## src/rtl/ssp_pkg.sv

```systemverilog
// Shared types and constants for the sprite screen projection pipeline.
// No dependencies; used by every module under rtl/.
package ssp_pkg;

    // screen defaults for the top level parameters
    localparam int SCREEN_WIDTH_DEF  = 1024;
    localparam int SCREEN_HEIGHT_DEF = 512;

    // quotient bits produced by each divider before saturation
    localparam int QUOT_W = 32;

    // configuration register indexes
    localparam logic [7:0] REG_VIEWER_X   = 8'd0;
    localparam logic [7:0] REG_VIEWER_Y   = 8'd1;
    localparam logic [7:0] REG_DIR_X      = 8'd2;
    localparam logic [7:0] REG_DIR_Y      = 8'd3;
    localparam logic [7:0] REG_PLANE_X    = 8'd4;
    localparam logic [7:0] REG_PLANE_Y    = 8'd5;
    localparam logic [7:0] REG_VIEW_PITCH = 8'd6;

    // register reset values
    localparam logic [15:0] DIR_X_RST   = 16'd16384;
    localparam logic [15:0] PLANE_Y_RST = 16'd10813;

    // configuration as seen by the pipeline
    typedef struct packed {
        logic signed [31:0] viewer_x;
        logic signed [31:0] viewer_y;
        logic signed [15:0] dir_x;
        logic signed [15:0] dir_y;
        logic signed [15:0] plane_x;
        logic signed [15:0] plane_y;
        logic signed [10:0] view_pitch;
    } t_cfg;

    // saturating quotient from a divider
    typedef struct packed {
        logic              ovf;
        logic [QUOT_W-1:0] quot;
    } t_quot;

    // per-item flags carried alongside the divider inputs
    typedef struct packed {
        logic       det_zero;
        logic       depth_neg;
        logic       c_neg;
        logic [7:0] tag;
    } t_side;

endpackage

```

## src/rtl/ssp_back.sv

```systemverilog
// Back stages: sign and saturation of quotients, then span clipping into the
// output register. Depends on ssp_pkg (t_quot).
module ssp_back #(
    parameter int SCREEN_WIDTH  = ssp_pkg::SCREEN_WIDTH_DEF,
    parameter int SCREEN_HEIGHT = ssp_pkg::SCREEN_HEIGHT_DEF
) (
    input  logic                 i_clk,
    input  logic                 i_rst_n,
    input  logic                 i_en,
    input  logic                 i_valid,
    input  ssp_pkg::t_quot       i_qd,
    input  ssp_pkg::t_quot       i_qc,
    input  ssp_pkg::t_quot       i_qh,
    input  logic [1:0]           i_dside,
    input  logic                 i_c_neg,
    input  logic [7:0]           i_tag,
    input  logic signed [10:0]   i_pitch,
    output logic                 o_valid,
    output logic                 o_visible,
    output logic [31:0]          o_depth,
    output logic [15:0]          o_centre_column,
    output logic [14:0]          o_size_pixels,
    output logic [10:0]          o_column_start,
    output logic [10:0]          o_column_end,
    output logic [9:0]           o_row_start,
    output logic [9:0]           o_row_end,
    output logic [7:0]           o_result_tag
);

    localparam logic signed [35:0] HALF_H = 36'(SCREEN_HEIGHT / 2);
    localparam logic signed [35:0] MAX_H  = 36'(SCREEN_HEIGHT);
    localparam logic signed [35:0] MAX_W  = 36'(SCREEN_WIDTH);

    function automatic logic signed [35:0] f_clamp(input logic signed [35:0] v,
                                                   input logic signed [35:0] lo,
                                                   input logic signed [35:0] hi);
        logic signed [35:0] r;
        r = (v < lo) ? lo : ((v > hi) ? hi : v);
        return r;
    endfunction

    // stage 1 signals
    logic               w_det_zero, w_neg, w_sat_d, w_vis;
    logic [31:0]        w_depth;
    logic [32:0]        w_cmag, w_hmag;
    logic signed [33:0] w_c;
    logic               r_v1, r_vis1;
    logic [31:0]        r_depth1, r_half1;
    logic signed [33:0] r_c1;
    logic [14:0]        r_size1;
    logic [7:0]         r_tag1;
    // stage 2 signals
    logic signed [35:0] w_c36, w_half36, w_pitch36;
    logic signed [35:0] w_cs, w_ce, w_rs, w_re, w_cen;

    // sign and saturation
    assign w_det_zero = i_dside[1];
    assign w_neg      = i_dside[0];
    assign w_sat_d    = i_qd.ovf | i_qd.quot[31];
    assign w_vis      = !w_det_zero && !w_neg && (i_qd.ovf || (i_qd.quot != '0));
    assign w_cmag     = i_qc.ovf ? 33'h1_0000_0000 : {1'b0, i_qc.quot};
    assign w_hmag     = i_qh.ovf ? 33'h1_0000_0000 : {1'b0, i_qh.quot};
    assign w_c        = i_c_neg ? (34'sd0 - $signed({1'b0, w_cmag})) : $signed({1'b0, w_cmag});

    always_comb begin
        if (w_det_zero) begin
            w_depth = 32'd0;
        end else if (w_neg) begin
            w_depth = w_sat_d ? 32'h8000_0000 : (32'd0 - i_qd.quot);
        end else begin
            w_depth = w_sat_d ? 32'h7FFF_FFFF : i_qd.quot;
        end
    end

    always_ff @(posedge i_clk) begin
        if (!i_rst_n) begin
            r_v1    <= 1'b0;
            o_valid <= 1'b0;
        end else if (i_en) begin
            r_v1    <= i_valid;
            o_valid <= r_v1;
        end
    end

    always_ff @(posedge i_clk) begin
        if (i_en) begin
            r_vis1   <= w_vis;
            r_depth1 <= w_depth;
            r_c1     <= w_c;
            r_size1  <= (w_hmag > 33'd32767) ? 15'd32767 : w_hmag[14:0];
            r_half1  <= w_hmag[32:1];
            r_tag1   <= i_tag;
        end
    end

    // span clipping
    assign w_c36     = 36'(r_c1);
    assign w_half36  = $signed({4'd0, r_half1});
    assign w_pitch36 = 36'(i_pitch);
    assign w_cs  = f_clamp(w_c36 - w_half36, 36'sd1, MAX_W);
    assign w_ce  = f_clamp(w_c36 + w_half36, 36'sd0, MAX_W);
    assign w_rs  = f_clamp(HALF_H - w_half36 + w_pitch36, 36'sd0, MAX_H);
    assign w_re  = f_clamp(HALF_H + w_half36 + w_pitch36, 36'sd0, MAX_H);
    assign w_cen = f_clamp(w_c36, -36'sd32768, 36'sd32767);

    always_ff @(posedge i_clk) begin
        if (i_en) begin
            o_visible    <= r_vis1;
            o_depth      <= r_depth1;
            o_result_tag <= r_tag1;
            if (r_vis1) begin
                o_centre_column <= w_cen[15:0];
                o_size_pixels   <= r_size1;
                o_column_start  <= w_cs[10:0];
                o_column_end    <= w_ce[10:0];
                o_row_start     <= w_rs[9:0];
                o_row_end       <= w_re[9:0];
            end else begin
                o_centre_column <= '0;
                o_size_pixels   <= '0;
                o_column_start  <= '0;
                o_column_end    <= '0;
                o_row_start     <= '0;
                o_row_end       <= '0;
            end
        end
    end

endmodule

```

## config.mk

```make
export PLATFORM = sky130hd
export DESIGN_NAME = ssp_back
export DESIGN_NICKNAME = d
export VERILOG_FILES = /design/src/rtl/ssp_pkg.sv /design/src/rtl/ssp_back.sv
export SDC_FILE = /design/constraint.sdc
export NUM_CORES = 1
export LEC_CHECK = 0
export ABC_AREA = 1
export BUFFER_PORTS_ARGS = -buffer_cell sky130_fd_sc_hd__buf_2
export CORE_UTILIZATION = 50
export CTS_CLUSTER_DIAMETER = 200
export DETAILED_ROUTE_END_ITERATION = 7
export GPL_ROUTABILITY_DRIVEN = 0
export GPL_TIMING_DRIVEN = 0
export PLACE_DENSITY_LB_ADDON = 0.25
export SYNTH_ARGS = -nofsm -noshare
export SYNTH_HDL_FRONTEND = slang
export SYNTH_SLANG_ARGS = --single-unit
```

## constraint.sdc

```tcl
create_clock -name i_clk -period 7.9 [get_ports i_clk]
set_input_delay 1.58 -clock i_clk [delete_from_list [all_inputs] [get_ports i_clk]]
set_output_delay 1.58 -clock i_clk [all_outputs]
set_load 0.1 [all_outputs]
```

Word-level counts from Yosys, hierarchy flattened
Cells that the tools add are included.
Storage, ports and cells
  flip-flop bits (word level): 238
  word-level logic and storage cells: 73
Cells by class
  bitwise operators: 2
  $add $sub $neg: 8
  reduce and logical (&&, ||, !) cells: 15
  order comparisons: 11
  multiplexer cells: 13
Operators with widths (count)
  $mux W33: 3
  $mux W32: 3
  $gt A35 B12 Y1 const B: 2
  $lt A35 B1 Y1 const B: 2
  $add A34 B11 Y35: 1
  $add A34 B33 Y35: 1
  $gt A35 B11 Y1 const B: 1
  $lt A35 B2 Y1 const B: 1
  $sub A34 B33 Y35: 1
  $add A33 B11 Y34: 1
  $gt A34 B11 Y1 const B: 1
  $gt A34 B16 Y1 const B: 1
  $lt A34 B1 Y1 const B: 1
  $lt A34 B16 Y1 const B: 1
  $sub A1 B33 Y34 const A: 1
  $add A9 B32 Y33 const A: 1
  $gt A33 B15 Y1 const B: 1
  $sub A9 B32 Y33 const A: 1
  $mux W16: 2
  $reduce_bool A32 Y1: 1
  $sub A1 B32 Y32 const A: 1
  $mux W11: 2
  $mux W10: 2
  $reduce_or A3 Y1: 4
  other kinds (7): 13

Logic depth before layout (Yosys ltp)
  depth after elaboration: 4
  depth in mapped cells: 31
  mapped depth without buffers: 31

Worst setup path before layout
OpenSTA, ideal clock, no wires.
  path type: register to register
  start: reg r_half1[1]
  end: reg o_row_start[0], data pin
  slack: 3.819 ns
  period minus slack after synthesis: 4.081 ns
  stages on the path, launching flop included: 30
  data required time: 7.761 ns
  arrival: 3.941 ns
  cells stage by stage: edfxtp_1 inv_1 ha_1 nand3_2 nor3_2 nand3_1 o21bai_2 nand2_2 nor3_4 nand4_1 or2_1 nor2_1 xor2_1 inv_1 ha_1 a21oi_1 nor2_1 nor2_1 nand2_1 a21oi_1 nand2_1 nand2_1 nand2_1 nor2_1 nand3_1 nor2_1 nand3_1 nand3_1 nand2_2 nor2_1
On the way
  longest elaborated chain between the ends: 4
RTL lines
  start: declaration: line ssp_back.sv:48  | logic [31:0] r_depth1, r_half1;
  start signal: assignment: line ssp_back.sv:91  | r_half1 <= w_hmag[32:1];
  $sub A9 B32 Y33 (*): line ssp_back.sv:102  | assign w_rs = f_clamp(HALF_H - w_half36 + w_pitch36, 36'sd0, MAX_H);
  $add A33 B11 Y34 (*): line ssp_back.sv:102
  $lt A34 B1 Y1 / $gt A34 B11 Y1 (equally long branches): line ssp_back.sv:38  | r = (v < lo) ? lo : ((v > hi) ? hi : v);
  $reduce_or A3 Y1 (no line) (*)
  end signal: assignment: line ssp_back.sv:116  | o_row_start <= w_rs[9:0];
  end: declaration: line ssp_back.sv:25  | output logic [9:0] o_row_start,
Every way passes the cells marked *; elsewhere a longest branch is shown, timed or not.
A chain may end at the register's enable or synchronous reset.

Worst setup path after layout
  start: reg r_half1[1]
  end: reg o_row_start[2], data pin
On the way
  longest elaborated chain between the ends: 4
RTL lines (line)
  $sub A9 B32 Y33 (*): ssp_back.sv:102
  $add A33 B11 Y34 (*): ssp_back.sv:102
  $lt A34 B1 Y1 / $gt A34 B11 Y1 (equally long branches): ssp_back.sv:38
  $reduce_or A3 Y1 (no line)
Marked as above.

==> flow_summary_export.csv <==
group,metric,value,unit
floorplan,die-area,0.0459,sq mm
clocking,cts_tree,"yes",
drt,firstDrtPassIters,6,
clocking,cts_root_buf,"clkbuf_16",
timing,finalSetupViolCount,0,
finish,layout_commonest_cell,"nand2_1",
drt,post-route-drc-count,0,
timing,skew,0.0137,ns
clocking,clk_latency,0.58,ns
global_route,overflow,0,
drt,drt_wl_total,70400,um
pwr,ir_drop,0.202,mV
logic_synthesis,synth_cell_types,50,
worst_setup_path,worst-path-buf-inv,2,
placed_design,pre_cts_ws,2.47,ns
worst_setup_path,crit_path_start_kind,"register",
timing,setup_tns,0,ns
pwr,clkPwrFrac,0.261,
clocking,clock-sinks,238,
timing,hold_violations,0,
timing,max_freq,181,MHz
worst_setup_path,critPathMaxFanout,9,
clocking,cts_resized,0,
pwr,seqPwrFrac,0.331,
pwr,power_leakage,13.2,nW
clocking,hold_buffers,0,
worst_setup_path,end_kind,"register",
min_path,min_path_type,"reg2reg",
pwr,p_sw,2.04,mW
clocking,cts_max_level,1,
pwr,p_int,2.77,mW
worst_setup_path,critical_path_class,"reg2reg",
logic_synthesis,synth-main-ff-cell,"edfxtp_1",
placed_design,portBuffers,237,
logic_synthesis,synth_area,0.0225,sq mm
timing,rsz0062_at_grt,"no",
floorplan,rows,77,
logic_synthesis,ys_warn_count,0,
drt,drt-wirelength-per-cell,16.2,um
finish,n_antenna_cell,0,
timing,worst_slack,2.38,ns
worst_setup_path,worstSetupStartpoint,"r_half1[1]",
floorplan,design.core.area,0.0443,sq mm
pwr,pwr_density_cell,190,mW/mm^2
logic_synthesis,synth_nets,3744,
logic_synthesis,synth_edf_count,236,
placed_design,post_dp_cell_area,0.0245,sq mm
worst_setup_path,cp.required,8.34,ns
finish,area_growth,12.7,%
job,drv_cap,0,
worst_setup_path,critPathTopFamily,"simple AND/OR/NAND/NOR gates",
clocking,cts_setup_buffers,0,
placed_design,dpl.hpwl,58200,um
finish,final_cell_mix,"nand2_1 (1102), inv_1 (639), nor2_1 (434)",
worst_setup_path,crit_slowest_cell,"edfxtp_1",
logic_synthesis,syn_inst,3479,
floorplan,io_pins,240,
pwr,switching_share,0.423,
worst_setup_path,max_stage_delay,0.66,ns
floorplan,die_x,214,um
timing,fin_crit,5.52,ns
drt,drt-vias-per-instance,5.27,
worst_setup_path,cp_data_arrival_time,5.95,ns
timing,relSlewSlack,0.273,
global_route,grt_max_degree,132,
worst_setup_path,reg2reg_from,"r_half1[1]",
drt,ant_nets,0,
pwr,combPwrFrac,0.409,
clocking,cts_buffers,27,
finish,post-route-util,0.572,
floorplan,initial_utilization,0.508,
global_route,grt_pass1_vias,20891,
finish,n_fill_cell,4523,
timing,drv_slew,0,
finish,drive_above_1_share,0.0874,
global_route,grt_pass1_wl,110000,um
clocking,clk_pin_slew_worst_paths,0.06,ns
global_route,antenna_found_initial,6,
logic_synthesis,ys_seq_elements,238,
global_route,track_usage,0.302,
finish,stdcell_area,0.0254,sq mm
finish,final_nets,4011,
timing,worst_pin_slew,1.08,ns
logic_synthesis,async_reset_ff_frac,0,
drt,via_count,22951,
clocking,cts.path.max_buffers,3,
logic_synthesis,syn_area_per_cell,6.47,sq um
logic_synthesis,yosysSeqAreaShare,0.317,
timing,fin_crit_sh,0.698,
outcome,status,"finished, final reports clean",
floorplan,fp.dieH,214,um
min_path,min_from,"r_depth1[30]",
drt,first_iter_violations,2284,
## cell usage after synthesis, types with 5 or more instances
| cell | count | area, sq um |
|---|---|---|
| o21bai_1 | 7 | 52.6 |
| nand3b_1 | 25 | 188 |
| xor2_1 | 83 | 727 |
| nand3_1 | 213 | 1070 |
| a21oi_1 | 166 | 831 |
| and2_1 | 15 | 93.8 |
| inv_1 | 639 | 2400 |
| nor4_1 | 17 | 106 |
| xnor2_1 | 20 | 175 |
| ha_1 | 136 | 1700 |
| o21a_1 | 12 | 90.1 |
| clkbuf_1 | 25 | 93.8 |
| a31oi_1 | 5 | 31.3 |
| and3_1 | 5 | 31.3 |
| nor2_1 | 434 | 1630 |
| o21ai_0 | 91 | 455 |
| edfxtp_1 | 236 | 7090 |
| nand2_1 | 1102 | 4140 |
| nand4_1 | 78 | 488 |
| nor3_1 | 87 | 435 |
| buf_2 | 16 | 80.1 |
## worst reg2reg max path, delay by kind of cell (launching register included)
kind | cells | cell delay, ns
simple gates | 22 | 3.11
fa+ha+maj | 2 | 0.73
flops | 1 | 0.66
buf+inv | 2 | 0.43
xor+xnor | 1 | 0.25
compound gates | 1 | 0.20
## registers in the layout, summed over array words and instances (netlist names), 8 cells and up
register         count
o_size_pixels       15
o_column_end        11
r_c1                34
o_column_start      11
r_half1             32
r_size1             15
o_row_start         10
o_row_end           10
o_depth             32
r_tag1               8
o_centre_column     16
r_depth1            32
o_result_tag         8
## metrics by stage
stage | std cells | total power [mW] | hold slack (ns)
global placement | 4308 | 3.52 | 0.400
finish | 4358 | 4.81 | 0.411
global route | 4358 | 5.10 | 0.417
detailed placement | 4309 | 3.53 | 0.405
floorplan | 3479 | 3.01 | 0.400
CTS | 4358 | 4.80 | 0.406
## cell families after synthesis
kind of cell    Yosys count  share of synthesized area
simple gates           2008                      0.376
buf+inv                 692                      0.117
compound gates          298                     0.0704
flops                   238                      0.317
fa+ha+maj               140                     0.0792
xor+xnor                103                     0.0401
## layer usage
layer	wire, um	GRT usage	vias to the layer above
met1	30400	0.406	10200
met3	6840	0.0573	184
li1	-	-	11599
met2	29600	0.467	958
met4	3600	0.141	10
met5	65	0	-
## final cells by class
type	instances	area, sq um	area share
clock buffers	33	698	0.0275
flip-flops and latches	238	7130	0.281
multi-input cells	2549	12700	0.503
repair buffers	238	1220	0.0483
well taps	592	741	0.0292
inverters	644	2420	0.0954
plain buffers	48	218	0.00859
clock inverters	16	180	0.00711
## final timing paths
path	endpoint	slack, ns	cells past startpoint
worst max register to register	o_row_start[2]	2.38	28
worst min register to register	o_depth[30]	0.41	0
worst max-delay path	o_row_start[2]	2.38	28
worst min-delay path	o_depth[30]	0.41	0
## power by group through the flow
stage	clock [mW]	sequential [mW]	combinational [mW]
2_1_floorplan	0	1.82	1.19
3_3_place_gp	0	1.62	1.90
3_5_place_dp	0	1.61	1.92
4_1_cts	1.29	1.58	1.93
5_1_grt	1.33	1.59	2.17
6_report	1.25	1.59	1.97
(Power assumes the default switching activity.)
